[config.mk]
export PLATFORM = sky130hd
export DESIGN_NAME = ttss_ctrl
export DESIGN_NICKNAME = d
export VERILOG_FILES = /design/src/rtl/ttss_pkg.sv /design/src/rtl/ttss_ctrl.sv
export SDC_FILE = /design/constraint.sdc
export NUM_CORES = 1
export LEC_CHECK = 0
export BUFFER_PORTS_ARGS = -buffer_cell sky130_fd_sc_hd__buf_2
export CAP_MARGIN = 15
export CORE_AREA = 5 5 42 44
export CTS_CLUSTER_SIZE = 8
export DETAILED_ROUTE_END_ITERATION = 10
export DIE_AREA = 0 0 47 49
export GPL_ROUTABILITY_DRIVEN = 0
export HOLD_SLACK_MARGIN = 0.03
export PLACE_DENSITY = 0.73
export SYNTH_ARGS = -nofsm -noshare
export SYNTH_HDL_FRONTEND = slang
export SYNTH_SLANG_ARGS = --single-unit
export TNS_END_PERCENT = 30
[constraint.sdc]
create_clock -name clk -period 2.2 [get_ports clk]
set_input_delay 0.44 -clock clk [delete_from_list [all_inputs] [get_ports clk]]
set_output_delay 0.44 -clock clk [all_outputs]
set_load 0.01 [all_outputs]
[src/rtl/ttss_pkg.sv]
// Shared types, codes and constants of the timed transmit start/stop scheduler.
// Used by ttss_ctrl, ttss_dp and timed_tx_start_stop_scheduler; depends on nothing.
`timescale 1ns / 1ps

package ttss_pkg;

  // Queue geometry
  localparam int QUEUE_DEPTH = 64;
  localparam int IDX_W       = $clog2(QUEUE_DEPTH);
  localparam int CNT_W       = $clog2(QUEUE_DEPTH + 1);

  // Field widths
  localparam int CMD_W      = 3;
  localparam int TIME_W     = 63;
  localparam int SUM_W      = TIME_W + 1;
  localparam int WORD_W     = 32;
  localparam int MARGIN_W   = 16;
  localparam int OPC_W      = 8;
  localparam int CODE_W     = 3;
  localparam int CFG_IDX_W  = 1;
  localparam int CFG_DATA_W = 16;

  localparam logic [MARGIN_W-1:0] LEAD_MARGIN_RST = 16'd150;
  localparam logic [OPC_W-1:0]    OPCODE_RST      = 8'd0;
  localparam logic [SUM_W-1:0]    WIN_LIMIT       = 64'h0000_0000_FFFF_FFFF;

  typedef enum logic [CMD_W-1:0] {
    CMD_POLL      = 3'd0,
    CMD_START_AT  = 3'd1,
    CMD_STOP_AT   = 3'd2,
    CMD_START_NOW = 3'd3,
    CMD_STOP_NOW  = 3'd4,
    CMD_CLEAR     = 3'd5
  } cmd_e;

  typedef enum logic [CODE_W-1:0] {
    STS_OK         = 3'd0,
    STS_PAIRING    = 3'd1,
    STS_QUEUE_FULL = 3'd2,
    STS_TOO_LATE   = 3'd3,
    STS_INVALID    = 3'd4
  } status_e;

  typedef enum logic [CODE_W-1:0] {
    ACT_NONE      = 3'd0,
    ACT_ARM_ON    = 3'd1,
    ACT_ARM_OFF   = 3'd2,
    ACT_FORCE_ON  = 3'd3,
    ACT_FORCE_OFF = 3'd4
  } action_e;

  typedef enum logic [CFG_IDX_W-1:0] {
    REG_LEAD_MARGIN    = 1'b0,
    REG_MAILBOX_OPCODE = 1'b1
  } cfg_reg_e;

  // Outcome of inspecting the queue head during a poll walk
  typedef enum logic [1:0] {
    EV_WAIT       = 2'd0,
    EV_ARM        = 2'd1,
    EV_LATE_START = 2'd2,
    EV_LATE_STOP  = 2'd3
  } eval_kind_e;

  typedef enum logic [5:0] {
    S_IDLE   = 6'b000001,
    S_PREP   = 6'b000010,
    S_EXEC   = 6'b000100,
    S_WALK   = 6'b001000,
    S_EVAL   = 6'b010000,
    S_FINISH = 6'b100000
  } state_e;

  typedef struct packed {
    logic              start;
    logic [TIME_W-1:0] etime;
    logic [WORD_W-1:0] offs;
    logic [WORD_W-1:0] len;
  } entry_t;

  localparam int ENTRY_W = $bits(entry_t);

  typedef struct packed {
    status_e           status;
    action_e           action;
    logic [WORD_W-1:0] mb_high;
    logic [WORD_W-1:0] mb_low;
    logic [WORD_W-1:0] cmp_time;
  } result_t;

  localparam result_t RES_NONE = '{
    status:   STS_OK,
    action:   ACT_NONE,
    mb_high:  '0,
    mb_low:   '0,
    cmp_time: '0
  };

  // Controller to datapath
  typedef struct packed {
    logic capture;
    logic prep;
    logic exec;
    logic rd_head;
    logic eval;
    logic finish;
  } dp_cmd_t;

  // Datapath to controller
  typedef struct packed {
    logic             is_poll;
    logic             busy;
    logic             empty;
    logic             out_free;
    logic             pend_valid;
    eval_kind_e       kind;
    logic [CNT_W-1:0] entry_count;
  } dp_sts_t;

  function automatic logic [IDX_W-1:0] next_slot(input logic [IDX_W-1:0] i);
    return (i == IDX_W'(QUEUE_DEPTH - 1)) ? '0 : i + IDX_W'(1);
  endfunction

  function automatic logic [WORD_W-1:0] mb_high(input logic [OPC_W-1:0] opc,
                                                 input logic on);
    return {opc, {(WORD_W - OPC_W - 1){1'b0}}, on};
  endfunction

endpackage

[src/rtl/ttss_ctrl.sv]
// Sequencing state machine of the scheduler: input handshake and walk control.
// Depends on ttss_pkg.
`timescale 1ns / 1ps

module ttss_ctrl (
  input  logic             clk,
  input  logic             rst_n,
  input  logic             in_valid,
  output logic             in_ready,
  input  ttss_pkg::dp_sts_t sts,
  output ttss_pkg::dp_cmd_t cmd
);

  ttss_pkg::state_e state_r, state_nxt;
  logic             emit_ok;

  // An emitting step must first move a held result out
  assign emit_ok = !sts.pend_valid || sts.out_free;

  always_comb begin
    state_nxt = state_r;
    cmd       = '0;
    in_ready  = 1'b0;
    unique case (state_r)
      ttss_pkg::S_IDLE: begin
        in_ready = 1'b1;
        if (in_valid) begin
          cmd.capture = 1'b1;
          state_nxt   = ttss_pkg::S_PREP;
        end
      end
      ttss_pkg::S_PREP: begin
        cmd.prep  = 1'b1;
        state_nxt = ttss_pkg::S_EXEC;
      end
      ttss_pkg::S_EXEC: begin
        if (sts.is_poll) begin
          state_nxt = ttss_pkg::S_WALK;
        end else if (sts.out_free) begin
          cmd.exec  = 1'b1;
          state_nxt = ttss_pkg::S_IDLE;
        end
      end
      ttss_pkg::S_WALK: begin
        if (!sts.busy && !sts.empty) begin
          cmd.rd_head = 1'b1;
          state_nxt   = ttss_pkg::S_EVAL;
        end else begin
          state_nxt = ttss_pkg::S_FINISH;
        end
      end
      ttss_pkg::S_EVAL: begin
        unique case (sts.kind)
          ttss_pkg::EV_WAIT: begin
            state_nxt = ttss_pkg::S_FINISH;
          end
          ttss_pkg::EV_LATE_START: begin
            cmd.eval  = 1'b1;
            state_nxt = ttss_pkg::S_WALK;
          end
          ttss_pkg::EV_ARM: begin
            if (emit_ok) begin
              cmd.eval  = 1'b1;
              state_nxt = ttss_pkg::S_FINISH;
            end
          end
          ttss_pkg::EV_LATE_STOP: begin
            if (emit_ok) begin
              cmd.eval  = 1'b1;
              state_nxt = ttss_pkg::S_WALK;
            end
          end
          default: state_nxt = ttss_pkg::S_FINISH;
        endcase
      end
      ttss_pkg::S_FINISH: begin
        if (sts.out_free) begin
          cmd.finish = 1'b1;
          state_nxt  = ttss_pkg::S_IDLE;
        end
      end
      default: state_nxt = ttss_pkg::S_IDLE;
    endcase
  end

  always_ff @(posedge clk) begin
    if (!rst_n) begin
      state_r <= ttss_pkg::S_IDLE;
    end else begin
      state_r <= state_nxt;
    end
  end

endmodule

# [Word-level counts from Yosys, hierarchy flattened]
# Cells that the tools add are included.
# Widths: inputs -> output; s select.
[totals] wordCells=42 ff_bits=6 out_inout_bits=7
[classes] n_eq_ne=12 n_mux=21 n_reduce_logical=8
[op_table] cell="$mux 6" n=6
[op_table] cell="$pmux 6 s6" n=1
[op_table] cell="$pmux 6 s4" n=1
[op_table] cell="$mux 1" n=12
[op_table] cell="$eq 6x1->1 const B" n=1
[op_table] cell="$eq 6x2->1 const B" n=1
[op_table] cell="$eq 6x3->1 const B" n=1
[op_table] cell="$eq 6x4->1 const B" n=1
[op_table] cell="$eq 6x5->1 const B" n=1
[op_table] cell="$eq 6x6->1 const B" n=1
[op_table] cell="$ne 3x3->1 const B" n=2
[op_table] cell="$eq 2x2->1 const B" n=2
[op_table] cell="$logic_not 1->1" n=3
[op_table] cell="$reduce_and 3->1" n=1
[op_table] cell="$eq 2x1->1 const B" n=1
[op_table] cell="$logic_not 2->1" n=1
[op_table] cell="$ne 2x2->1 const B" n=1
[op_table] cell="$pmux 1 s2" n=1
[op_table] cell="$reduce_or 2->1" n=1
[op_table] cell="$logic_and 1x1->1" n=1
[op_table] cell="$logic_or 1x1->1" n=1

# [Logic depth before layout (Yosys ltp)]
[logic_depth] depth_word=5 depth_mapped=5

# [Worst setup path before layout]
# OpenSTA, ideal clock, no wires.
[synth_timing] path_type="register to output" from="register state_r[2]" to="output port cmd[5] (netlist bit)" path_buffers=1 stages_incl_launch_ff=5 required_time_ps=1760 arrival_ps=1468 path_slack_ps=292 cell_sequence="dfxtp_1 > buf_4 > or4_4 > nor3b_2 > and2_1"
[synth_lines] element="start, declared" line_no="ttss_ctrl.sv:14" rtl="ttss_pkg::state_e state_r, state_nxt;"
[synth_lines] element="start signal, assigned" line_no="ttss_ctrl.sv:88" rtl="state_r <= ttss_pkg::S_IDLE;"
[synth_lines] element="start signal, assigned" line_no="ttss_ctrl.sv:90" rtl="state_r <= state_nxt;"
[synth_lines] element="end, declared" line_no="ttss_ctrl.sv:11" rtl="output ttss_pkg::dp_cmd_t cmd"

==> impl_metrics.csv <==
group,metric,value,unit
cts,cts.sinks,6,
critical_path,path_max_fanout,8,
cts,post_cts_resized,0,
status,outcome,"finished, final reports clean",
drt,final_antenna_net_count,0,
die,initial_core_util,0.321,
drt,first_pass_iters,4,
cells_and_area,stdcell_count,90,
timing,finalCriticalPeriod,2.11,ns
critical_path,required,1.76,ns
timing,drv_slew,0,
timing,grt_setup_unrepaired,"no",
global_routing,overflow,0,
timing,fin_ws,0.0878,ns
critical_path,worstSetupPathType,"register to output port",
yosys,yosys-top-cells-area,"dfxtp_1, nor2_1, nor3_1",
die,fp.dieH,49,um
yosys,synth_fp_nets,74,
power,powerDensity,547,nW/um^2
critical_path,cp_slowest_cell,"or4_4",
yosys,synth.area.mux_share,0,
timing,max_freq,473,MHz
global_routing,grt_max_degree,11,
cts,cts.reportedPaths.clkPinSlew,0.05,ns
timing,finalCritPeriodShare,0.960,
yosys,synthAdderAreaFrac,0,
critical_path,endpoint_kind,"output port",
die,num_rows,14,
yosys,ys_ff_latch,6,
cells_and_area,layout-drive-gt1-share,0.392,
drt,vias_per_cell,5.56,
cells_and_area,area_growth,25.6,%
die,die_area,2300,sq um
placement,placedCellCount,87,
cells_and_area,largest_register,"state_r",
yosys,ys_seq_area_frac,0.267,
cts,cts.path.max_buffers,2,
cells_and_area,final_util,0.403,
cells_and_area,antenna_cells_inserted,0,
power,totalPowerFinal,309,uW
global_routing,grt_pass1_wl,1930,um
cells_and_area,nNetsFinal,93,
timing,tightest_slew,0.234,ns
cells_and_area,num-fill-cells,158,
yosys,synth_area,449,sq um
yosys,ys_warn_count,0,
yosys,yosysUniqueCellTypes,28,
cells_and_area,multiInputGateArea,309,sq um
drt,wl_per_cell,12.4,um
power,p_leak,0.227,nW
yosys,synthXorXnorAreaFrac,0.0195,
timing,whs,0.437,ns
timing,fin_skew,0.00652,ns
yosys,synth-compound-area-share,0.175,
timing,relSlewSlack,0.843,
drt,drt_drc_violations_left,0,
cts,clock_latency,0.25,ns
power,ir_drop,0.229,mV
cells_and_area,mostFrequentLayoutCells,"buf_2, nor2_1, o21ai_0, nor3_1, dfxtp_2",
global_routing,grt_use_total,0.113,
flow_run,cap_violations,0,
cells_and_area,largest_reg_flops,6,
placement,placed_area,531,sq um
die,ios,24,
critical_path,slowest_delay,0.57,ns
critical_path,arrival,1.67,ns
timing,setup_violations,0,
critical_path,cp-start-kind,"register",
die,die_width,47,um
timing,final-hold-violation-count,0,
yosys,synth_top_area_frac,0.267,
hold_path,holdCritPathClass,"primary input to register",
cells_and_area,seq_area,125,sq um
cts,cts_made_buffers,3,
placement,port_buffers,16,
cts,cts_tree,"yes",
yosys,synth_area_per_cell,7.88,sq um
placement,dpl_worst_slack,0.306,ns
drt,drt_iter0_drc,13,
yosys,synth_top_family_by_area,"simple AND/OR/NAND/NOR gates",
cts,cts-hold-fix-buffers,0,
placement,dp_hpwl,885,um
die,core,1400,sq um
critical_path,r2r_setup_slack,0.67,ns
yosys,yosysTopAreaCell,"dfxtp_1",
yosys,syn_inst,57,
critical_path,crit_chain,"or4_4, or2_1, nor2_1, buf_2",
global_routing,antenna_found_initial,0,
cells_and_area,final_cell_area,564,sq um
cells_and_area,reg_top3,"state_r (6)",
drt,routed_wl,1110,um
cts,post-cts-setup-buffer-count,0,
cts,htreeDepth,1,
global_routing,grt_pass1_vias,457,
cells_and_area,final_common_cell,"buf_2",
drt,vias,500,
yosys,yosys.area_share.simple,0.479,
timing,fin_tns_setup,0,ns
cts,cts_root_buf,"clkbuf_4",
[worst paths after layout]
path                                    to  cells after the start  startpoint
worst max-delay path                cmd[1]                      4  state_r[5]
worst min-delay path            state_r[1]                      2    in_valid
worst max register to register  state_r[5]                      4  state_r[5]
worst min register to register  state_r[5]                      1  state_r[2]
[per-layer routing]
layer / up-vias / wire [um] / global-route usage
met3: 2 / 116 / 0.0406
li1: 249 / - / -
met1: 222 / 501 / 0.156
met4: 0 / 13 / 0.0553
met2: 27 / 482 / 0.149
met5: - / 0 / 0
[Yosys cell counts]
cell type and instances:
nand3_1 1, o21ai_2 1, inv_1 2, dfxtp_1 6
or4_4 2, or2_1 1, nand2_1 1, buf_4 1
a21oi_1 1, or3b_2 1, o31a_1 1, nor2_1 8
nand2b_1 3, nor3b_2 2, o22ai_1 1, and2_1 1
o21ai_0 5, and3_1 1, nor4_1 3, a22oi_1 1
nor3_1 5, nor3b_1 2, buf_6 1, o21a_1 1
or4_1 2, nand4b_1 1, o32a_1 1, xor2_1 1
[critical path: cells and delay by family (launching register included)]
family / cells / cell delay, ns
buffers and inverters: 1 / 0.13
DFF: 1 / 0.36
and+or+nand+nor: 3 / 0.94
[cells by family (layout without fill, tap and decap cells)]
| logic type | after synthesis | in the layout |
|---|---|---|
| AO/OA/AOI/OAI | 12 | 12 |
| XOR/XNOR | 1 | 1 |
| buffers and inverters | 4 | 21 |
| flip-flops | 6 | 6 |
| AND/OR/NAND/NOR | 34 | 34 |
[area by class of cell]
type	instances	area share
clock buffer	3	0.0399
multi-input combinational	47	0.548
sequential	6	0.222
inverter	2	0.0133
timing repair buffer	16	0.142
tap	16	0.0355
[where the power goes]
part	total, mW	switching [mW]	leakage (nW)	internal (mW)
logic	0.0765	0.0353	0.163	0.0412
registers	0.126	0.0112	0.0500	0.115
clock network	0.106	0.0440	0.0138	0.0620
Power figures use the tool's default switching activity.
